===== src/ungapped_seed_extension_top_macros.svh =====
// ----------------------------------------------------------------------------
// Assertion macros for the ungapped seed extension block
// Concurrent checks clocked on clk and disabled during reset.
// ----------------------------------------------------------------------------
`ifndef UNGAPPED_SEED_EXTENSION_TOP_MACROS_SVH
`define UNGAPPED_SEED_EXTENSION_TOP_MACROS_SVH

// Same-cycle implication
`define USEXT_ASSERT_NOW(lbl, ante, cons, msg) \
	lbl: assert property (@(posedge clk) disable iff (!arst_n) (ante) |-> (cons)) \
		else $error(msg);

// Next-cycle implication
`define USEXT_ASSERT_NEXT(lbl, ante, cons, msg) \
	lbl: assert property (@(posedge clk) disable iff (!arst_n) (ante) |=> (cons)) \
		else $error(msg);

`endif


===== src/usext_pkg.sv =====
// ----------------------------------------------------------------------------
// usext_pkg
// Types and constants shared by the ungapped seed extension modules.
// ----------------------------------------------------------------------------
package usext_pkg;

	localparam int unsigned POS_BITS = 32;
	localparam int unsigned RUN_W    = 34;

	localparam logic [31:0] POS_MASK =
		(POS_BITS >= 32) ? 32'hFFFF_FFFF : 32'((64'd1 << POS_BITS) - 64'd1);

	localparam logic [7:0] BASE_N = 8'h4E;
	localparam logic [7:0] BASE_A = 8'h41;
	localparam logic [7:0] BASE_C = 8'h43;
	localparam logic [7:0] BASE_G = 8'h47;
	localparam logic [7:0] BASE_T = 8'h54;

	localparam logic [RUN_W-1:0] RUN_MAX = {2'b01, {(RUN_W-2){1'b1}}};

	typedef struct packed {
		logic [7:0]  x_base;
		logic [7:0]  y_base;
		logic [31:0] x_pos;
		logic [31:0] y_pos;
		logic        leftward;
		logic        phase_start;
		logic        phase_end;
		logic        reverse_strand;
	} pair_t;

	typedef struct packed {
		logic [31:0] seg_x_start;
		logic [31:0] seg_y_start;
		logic [31:0] seg_length;
		logic [31:0] seg_score;
	} seg_t;

	// Result of one scoring step handed to the output stage
	typedef struct packed {
		logic emit;
		seg_t seg;
	} core_res_t;

	// Complement a base: A<->T, C<->G, anything else unchanged
	function automatic logic [7:0] complement_base(input logic [7:0] c);
		logic [7:0] r;
		case (c)
			BASE_A:  r = BASE_T;
			BASE_T:  r = BASE_A;
			BASE_C:  r = BASE_G;
			BASE_G:  r = BASE_C;
			default: r = c;
		endcase
		return r;
	endfunction

endpackage


===== src/usext_match.sv =====
// ----------------------------------------------------------------------------
// usext_match
// Base-pair compare: match when neither base is N and the bases agree,
// against the complement of y on the reverse strand.
// ----------------------------------------------------------------------------
module usext_match (
	input  logic [7:0] x_base,
	input  logic [7:0] y_base,
	input  logic       strand,
	output logic       match
);

	logic [7:0] y_cmp;

	// Select the compared y base
	assign y_cmp = strand ? usext_pkg::complement_base(y_base) : y_base;

	// Reject N on either side
	assign match = (x_base != usext_pkg::BASE_N) && (y_base != usext_pkg::BASE_N) &&
		(x_base == y_cmp);

endmodule


===== src/usext_core.sv =====
// ----------------------------------------------------------------------------
// usext_core
// Extension state: running score, best score and best segment bounds.
// Advances one pair per enabled cycle and forms the result combinationally.
// ----------------------------------------------------------------------------
module usext_core (
	input  logic                 clk,
	input  logic                 arst_n,
	input  logic                 step,
	input  usext_pkg::pair_t     pair_s1,
	output usext_pkg::core_res_t res
);

	localparam int unsigned RW = usext_pkg::RUN_W;

	logic [RW-1:0] run_q;
	logic [31:0]   top_q;
	logic [31:0]   x_start_q;
	logic [31:0]   x_end_q;
	logic [31:0]   y_start_q;
	logic          strand_q;

	logic [31:0]   xp;
	logic [31:0]   yp;
	logic          right_start;
	logic [RW-1:0] run_base;
	logic [31:0]   top_base;
	logic [31:0]   x_start_base;
	logic [31:0]   x_end_base;
	logic [31:0]   y_start_base;
	logic          strand_base;
	logic          match;
	logic [RW-1:0] run_next;
	logic          better;
	logic [31:0]   top_next;
	logic [31:0]   x_start_next;
	logic [31:0]   x_end_next;
	logic [31:0]   y_start_next;

	usext_match u_match (
		.x_base (pair_s1.x_base),
		.y_base (pair_s1.y_base),
		.strand (strand_base),
		.match  (match)
	);

	// Mask positions and apply phase start
	always_comb begin
		xp           = pair_s1.x_pos & usext_pkg::POS_MASK;
		yp           = pair_s1.y_pos & usext_pkg::POS_MASK;
		right_start  = pair_s1.phase_start && !pair_s1.leftward;
		run_base     = run_q;
		top_base     = top_q;
		x_start_base = x_start_q;
		x_end_base   = x_end_q;
		y_start_base = y_start_q;
		strand_base  = strand_q;
		if (right_start) begin
			run_base     = '0;
			top_base     = '0;
			x_start_base = xp;
			x_end_base   = xp;
			y_start_base = yp;
			strand_base  = pair_s1.reverse_strand;
		end else if (pair_s1.phase_start) begin
			run_base = {2'b00, top_q};
		end
	end

	// Score the pair and track the best segment; skip once the score is negative
	always_comb begin
		run_next     = run_base;
		better       = 1'b0;
		top_next     = top_base;
		x_start_next = x_start_base;
		x_end_next   = x_end_base;
		y_start_next = y_start_base;
		if (!run_base[RW-1]) begin
			if (match) begin
				if (run_base != usext_pkg::RUN_MAX) begin
					run_next = run_base + RW'(1);
				end
			end else begin
				run_next = run_base - RW'(1);
			end
			better = !run_next[RW-1] && (run_next >= {2'b00, top_base});
			if (better) begin
				top_next = run_next[RW-2] ? 32'hFFFF_FFFF : run_next[31:0];
				if (!pair_s1.leftward) begin
					x_end_next = xp;
					if (strand_base) begin
						y_start_next = yp;
					end
				end else begin
					x_start_next = xp;
					if (!strand_base) begin
						y_start_next = yp;
					end
				end
			end
		end
	end

	// Form the result from the updated state
	always_comb begin
		res.emit            = pair_s1.phase_end && pair_s1.leftward;
		res.seg.seg_x_start = x_start_next;
		res.seg.seg_y_start = y_start_next;
		res.seg.seg_length  = x_end_next - x_start_next + 32'd1;
		res.seg.seg_score   = top_next;
	end

	// Commit the state
	always_ff @(posedge clk or negedge arst_n) begin
		if (!arst_n) begin
			run_q     <= '0;
			top_q     <= '0;
			x_start_q <= '0;
			x_end_q   <= '0;
			y_start_q <= '0;
			strand_q  <= 1'b0;
		end else if (step) begin
			run_q     <= run_next;
			top_q     <= top_next;
			x_start_q <= x_start_next;
			x_end_q   <= x_end_next;
			y_start_q <= y_start_next;
			strand_q  <= strand_base;
		end
	end

endmodule


===== src/ungapped_seed_extension_top.sv =====
// ----------------------------------------------------------------------------
// ungapped_seed_extension_top
// A closing pair is registered in stage one; its result is then registered in the output register.
// Throughput: one pair per cycle, set by the score update loop.
// A stall occurs only while a finished result waits and the next one is due.
// Reset: arst_n clears all scores, bounds, strand and valid flags at once.
// ----------------------------------------------------------------------------
`include "ungapped_seed_extension_top_macros.svh"

module ungapped_seed_extension_top (
	input  logic              clk,
	input  logic              arst_n,
	input  logic              pair_valid,
	output logic              pair_ready,
	input  usext_pkg::pair_t  pair,
	output logic              seg_valid,
	input  logic              seg_ready,
	output usext_pkg::seg_t   seg
);

	logic                 s1_valid_q;
	usext_pkg::pair_t     pair_s1;
	usext_pkg::core_res_t res;
	logic                 advance;
	logic                 step;
	logic                 seg_valid_q;
	usext_pkg::seg_t      seg_q;

	// Hold the pair in stage one only while its result cannot be placed
	assign advance    = !res.emit || !seg_valid_q || seg_ready;
	assign step       = s1_valid_q && advance;
	assign pair_ready = !s1_valid_q || advance;

	// Input register
	always_ff @(posedge clk or negedge arst_n) begin
		if (!arst_n) begin
			s1_valid_q <= 1'b0;
		end else if (pair_ready) begin
			s1_valid_q <= pair_valid;
		end
	end

	always_ff @(posedge clk) begin
		if (pair_ready && pair_valid) begin
			pair_s1 <= pair;
		end
	end

	usext_core u_core (
		.clk     (clk),
		.arst_n  (arst_n),
		.step    (step),
		.pair_s1 (pair_s1),
		.res     (res)
	);

	// Result register: load on a closing pair, drop on transaction
	always_ff @(posedge clk or negedge arst_n) begin
		if (!arst_n) begin
			seg_valid_q <= 1'b0;
		end else if (step && res.emit) begin
			seg_valid_q <= 1'b1;
		end else if (seg_ready) begin
			seg_valid_q <= 1'b0;
		end
	end

	always_ff @(posedge clk) begin
		if (step && res.emit) begin
			seg_q <= res.seg;
		end
	end

	assign seg_valid = seg_valid_q;
	assign seg       = seg_q;

	`USEXT_ASSERT_NOW(a_stall_cause, s1_valid_q && !advance, seg_valid_q && !seg_ready && res.emit, "stage one stalled without a pending result")
	`USEXT_ASSERT_NEXT(a_result_loaded, step && res.emit, seg_valid, "closing pair did not produce a result")
	`USEXT_ASSERT_NOW(a_ready_when_empty, !s1_valid_q, pair_ready, "input not ready with empty stage one")
	`USEXT_ASSERT_NEXT(a_no_spurious, !seg_valid_q && !(step && res.emit), !seg_valid, "result appeared without a closing pair")

endmodule


===== config.mk =====
export PLATFORM = sky130hd
export DESIGN_NAME = ungapped_seed_extension_top
export DESIGN_NICKNAME = d
export VERILOG_FILES = /design/src/usext_pkg.sv /design/src/usext_match.sv /design/src/usext_core.sv /design/src/ungapped_seed_extension_top.sv
export VERILOG_INCLUDE_DIRS = /design/src /design/src/src
export SDC_FILE = /design/constraint.sdc
export NUM_CORES = 1
export LEC_CHECK = 0
export BUFFER_PORTS_ARGS = -buffer_cell sky130_fd_sc_hd__buf_2
export CAP_MARGIN = 20
export CORE_UTILIZATION = 45
export DETAILED_ROUTE_END_ITERATION = 6
export HOLD_SLACK_MARGIN = 0.15
export MAX_ROUTING_LAYER = met4
export SKIP_CTS_REPAIR_TIMING = 1
export SLEW_MARGIN = 0
export SYNTH_ARGS = -nofsm -noshare
export SYNTH_HDL_FRONTEND = slang
export SYNTH_HIERARCHICAL = 1
export SYNTH_SLANG_ARGS = --single-unit

===== constraint.sdc =====
create_clock -name clk -period 17.83 [get_ports clk]
set_clock_uncertainty 0.2 [all_clocks]
set_input_delay 1.783 -clock clk [delete_from_list [all_inputs] [get_ports clk]]
set_output_delay 1.783 -clock clk [all_outputs]
set_load 0.005 [all_outputs]

-- Word-level counts from Yosys, hierarchy flattened
Index checks and enable logic that the tools add are counted.
- bitwise gates (word level): 0
- $mul: 0
- reductions and logical operators: 17
- add/subtract/negate cells: 4
- mux-type cells: 29
- div/mod/pow operators: 0
- order comparisons: 1
- shift-type cells: 0
- eq/ne operators: 8
- operators by type and width (operator ; number):
    32-bit 2-to-1 mux ; 18
    34-bit 2-to-1 mux ; 6
    34-bit by 1-bit adder with 34-bit output, second input constant ; 1
    34-bit by 32-bit greater-or-equal comparator with 1-bit output ; 1
    34-bit by 33-bit != test with 1-bit output, second input constant ; 1
    34-bit by 1-bit subtractor with 34-bit output, second input constant ; 1
    32-bit by 1-bit adder with 32-bit output, second input constant ; 1
    8-bit by 7-bit equality test with 1-bit output, second input constant ; 4
    8-bit one-hot mux with 4 select lines ; 1
    32-bit subtractor ; 1
    8-bit by 7-bit != test with 1-bit output, second input constant ; 2
    8-bit equality test ; 1
    1-bit logical AND ; 8
    8-bit 2-to-1 mux ; 1
    1-bit zero test ; 5
    1-bit logical OR ; 3
    1-bit 2-to-1 mux ; 3
    2-bit nonzero test ; 1
- output and inout bits: 130
- memories kept: 0
- flip-flop bits (word level): 377
- bits in writable memories: 0
- bits in latches: 0
- bits of input ports: 88
- memory bits (read-only): 0

-- Depth between registers and ports, before layout
- depth in word-level cells: 14
- mapped depth: 50
- mapped depth without buffers: 41

-- Cells and area by module
The synthesis kept the hierarchy.
- by module, submodules not included (module ; area an instance (um2) ; instances ; cells each):
    usext_core ; 12812.3 ; 1 ; 1394
    ungapped_seed_extension_top ; 6472.5 ; 1 ; 222
    usext_match ; 315.3 ; 1 ; 43

-- Worst setup path before layout
OpenSTA, ideal clock, no wires.
- path kind: reg2reg
- start: register pair_s1[2] (netlist name)
- end: register seg_q, in the netlist seg[63] (data pin)
- stages on the path, launching flop included: 48
- setup time: 0.268 ns
- setup slack: 7.217 ns
- arrival: 10.145 ns
- required time: 17.362 ns
- path through: edfxtp_1 buf_2 buf_4 buf_2 buf_2 buf_2 clkbuf_1 nand2_1 clkbuf_1 nand2_1 nand2_1 nor3b_2 a41o_2 o21ai_0 a21oi_1 nor3_2 clkbuf_1 inv_1 (+12 left out) a211oi_1 nand4_1 a31oi_1 a211oi_2 o21ai_2 buf_2 mux2_2 ha_1 fa_1 a211oi_1 o21ai_0 a221oi_1 o21ai_0 a31oi_1 o21ai_0 a21bo_2 a21oi_1 xnor3_1
- RTL lines (what ; line ; source):
    to (signal assigned) ; ungapped_seed_extension_top.sv:70 ; seg_q <= res.seg;
    to (decl) ; ungapped_seed_extension_top.sv:27 ; usext_pkg::seg_t seg_q;

==> Implementation_results.wiki <==
{| class="wikitable"
! Metric !! Value
|-
| Required time at the endpoint of the critical path || roughly 18 ns
|-
| Placer congestion estimate || approximately 0.93
|-
| Place WS || around 6.4 ns
|-
| Initial core utilization || 45.6%
|-
| Transition at the pin with the smallest max-transition slack || slightly above 1 ns
|-
| Worst hold path startpoint || u_core/x_start_q[28]
|-
| Final wirelength || about 48000 um
|-
| Slew Limit Fails || 0
|-
| Maximum fanout count along the critical path || a little under 60
|-
| Number of distinct library cells after synthesis || 86
|-
| I/O pin cnt || about 220
|-
| Area of the multi-input gates || 8460 um^2
|-
| Setup crit end kind || register
|-
| Cell Rows || 76
|-
| Worst Hold Class || reg -> reg
|-
| Clk root buf || clkbuf_16
|-
| Synth-to-layout area growth || 16.0%
|-
| Die Y || 211 um
|-
| Setup crit start || pair_s1[3]
|-
| Share of synthesized flip-flops with an asynchronous set or reset || about 44%
|-
| Vias per std cell || between 5 and 6
|-
| Initial DRC count || ~960
|-
| Commonest non-fill, non-tap cells in the layout || buf_2 (216), edfxtp_1 (212), dfrtp_1 (165)
|-
| Number of antenna violations at the first check in global routing || 3
|-
| Avg Cell Area, Syn || between 10 and 15 um^2
|-
| Fraction of layout cells with a size suffix above 1 || 23.2%
|-
| Total of buffers placed on input and output ports || approximately 220
|-
| Seq cells post-synth || between 300 and 400
|-
| Wire length per cell after detailed routing || around 19 um
|-
| Beginning of the worst register-to-register path || pair_s1[3]
|-
| Count of filler cells inserted in the layout || 3818
|-
| Cell seen most often among critical-path stages || nand2_1
|-
| Global-route wire length before repair || 76100 um
|-
| Number of global-route vias before repair || between 10000 and 15000
|-
| Detailed placer's ending HPWL || 33100 um
|-
| First-pass detailed-route iteration total || 5
|-
| Result of the run || finished, final reports clean
|-
| Post-route minimum period || about 12 ns
|-
| Min setup slack post-route || between 6 and 7 ns
|-
| TNS Setup || 0 ns
|-
| Routed vias || between 10000 and 15000
|-
| Synthesized net count || 1843
|-
| Unrepaired setup endpoints after global routing || false
|-
| Final Cycle Share || between 60 and 70%
|-
| Crit path kind || reg -> reg
|-
| Most instantiated flip-flop cell in the synthesis netlist || edfxtp_1
|-
| Area occupied by registers || about 10000 um^2
|-
| Worst slew slack as a fraction of its limit || between 30% and 40%
|-
| Portion of the post-synthesis area used by sequential elements || a little over half
|-
| Core Area || roughly 43000 um^2
|-
| Post-synth top area cell || edfxtp_1
|-
| Final-stage net count || 2056
|-
| Count of synthesis-stage warnings from yosys || 6
|-
| GRT Residual Overflow || 0
|-
| Tot GR Track Use || 22.6%
|-
| Slowest-stage cell, CP || buf_4
|-
| Area enclosed by the die boundary || about 44000 um^2
|-
| Gate Count Post-Synth || 1659
|-
| Die Span X || roughly 210 um
|-
| Final number of hold-violating endpoints || 0
|-
| Crit path largest cell delay || around 0.56 ns
|-
| Top area cells in the synthesized netlist || edfxtp_1 (32%), dfrtp_1 (21%), ha_1 (6.1%), mux2_2 (4.2%), mux2_1 (3.8%)
|-
| Summed instance area of the synthesized netlist || roughly 20000 um^2
|-
| Yosys top cell area share || 32.5%
|-
| Clock transition at the registers of the reported paths || about 0.06 ns
|-
| Setup violation total in the final timing report || 0
|-
| Count of antenna-violating nets left after detailed routing || 0
|-
| Leakage power total || 9.87 nW
|-
| CTS H-Tree Depth || 2
|-
| Clock insertion delay at the later pin of the skew report || approximately 0.57 ns
|-
| Number of design rule violations left after detail routing || 0
|-
| Number of synthesized flops with an enable pin || roughly 210
|-
| CP Data Arrival Time || roughly 12 ns
|-
| Number of max-capacitance violations reported || 0
|-
| Commonest non-fill, non-tap cell in the layout || buf_2
|-
| Achievable Freq || 86.1 MHz
|-
| TritonCTS clock tree || built
|-
| Clock net sink count || 377
|-
| VDD IR-drop max || between 0.1 and 0.15 mV
|-
| Maximum clock insertion buffer count || 3
|-
| TritonCTS Buffers || 41
|-
| Nature of the critical path startpoint || register
|-
| PwrDens || about 240 nW/um^2
|-
| Maximum number of pins on one net before global-route repair || 64
|}
-- metal layers --
metal	vias to the layer above	routed length [um]	track usage [%]
met5	-	0	-
met4	0	1090	6.67
met3	68	2820	4.43
met2	381	22000	34.1
met1	6705	22100	31.0
li1	6539	-	-
-- cells by family (layout without fill, tap and decap cells) --
family	after synthesis	in the layout	synth area share, %
other	0	3	0
multiplexers	200	200	11.8
adder cells (fa/ha/maj)	96	96	6.17
buffers and inverters	160	405	3.50
XOR/XNOR	71	71	3.24
flip-flops	377	377	53.5
AO/OA/AOI/OAI	341	341	11.1
AND/OR/NAND/NOR	414	414	10.6
-- registers in the layout, indices dropped and copies added (netlist names) --
register,cells
seg,128
s1_valid_q,1
u_core/strand_q,1
u_core/run_q,34
seg_valid,1
u_core/y_start_q,32
u_core/x_start_q,32
u_core/top_q,32
pair_s1,84
u_core/x_end_q,32
-- where the power goes --
group          internal [mW]  leakage (nW)  total [mW]  switching (mW)
sequential              1.38          4.04        1.54           0.160
combinational           1.31          5.12        3.04            1.73
clock                  0.538         0.710       0.888           0.350
-- synth_stat cells, types with 32 or more instances --
master	number
o21ai_0	90
nand2_1	148
a21o_1	32
mux2_2	73
nor2_1	69
a21oi_1	81
nand3_1	36
inv_1	87
ha_1	95
mux2i_1	32
xnor2_1	48
dfrtp_1	165
mux2_1	66
nand4_1	35
edfxtp_1	212
-- critical path: cells and delay by family (launching register included) --
| kind | cells | cell delay (ns) |
|---|---|---|
| compound gates | 16 | 3.55 |
| simple gates | 13 | 2.77 |
| mux | 1 | 0.42 |
| flops | 1 | 0.32 |
| xor+xnor | 2 | 0.67 |
| fa+ha+maj | 4 | 1.22 |
| buf+inv | 8 | 2.15 |
-- per-stage QoR --
| step | utilization [%] | instances | power (mW) | hold slack [ns] | instance area [um^2] |
|---|---|---|---|---|---|
| after floorplan | - | 1659 | 3.76 | 0.242 | 19600 |
| after global placement | 49.5 | 2412 | 4.55 | 0.263 | 21300 |
| after detailed placement | 49.6 | 2414 | 4.59 | 0.271 | 21300 |
| after CTS | 52.9 | 2489 | 5.52 | 0.285 | 22700 |
| after global routing | 52.9 | 2492 | 5.91 | 0.296 | 22700 |
| final | 52.9 | 2492 | 5.47 | 0.283 | 22700 |
-- path summary, 6_finish.rpt --
| path | cells past startpoint | end | slack [ns] |
|---|---|---|---|
| worst max register to register | 44 | seg[63] | 6.21 |
| min in group asynchronous | 1 | u_core/x_end_q[23] | 1.00 |
| max in group asynchronous | 3 | u_core/y_start_q[5] | 14.55 |
| worst min register to register | 1 | u_core/x_start_q[28] | 0.28 |
| worst max-delay path | 44 | seg[63] | 6.21 |
| worst min-delay path | 1 | u_core/x_start_q[28] | 0.28 |
-- area by class of cell --
cell class                 instances  area share [%]
antenna                            3          0.0330
clock buffer                      53            5.16
clock inverter                    22            1.09
inverter                          87            1.44
multi-input combinational       1122            37.2
sequential                       377            46.2
tap                              585            3.22
timing repair buffer             243            5.68
Note: power is estimated with default switching activity, not from simulation.
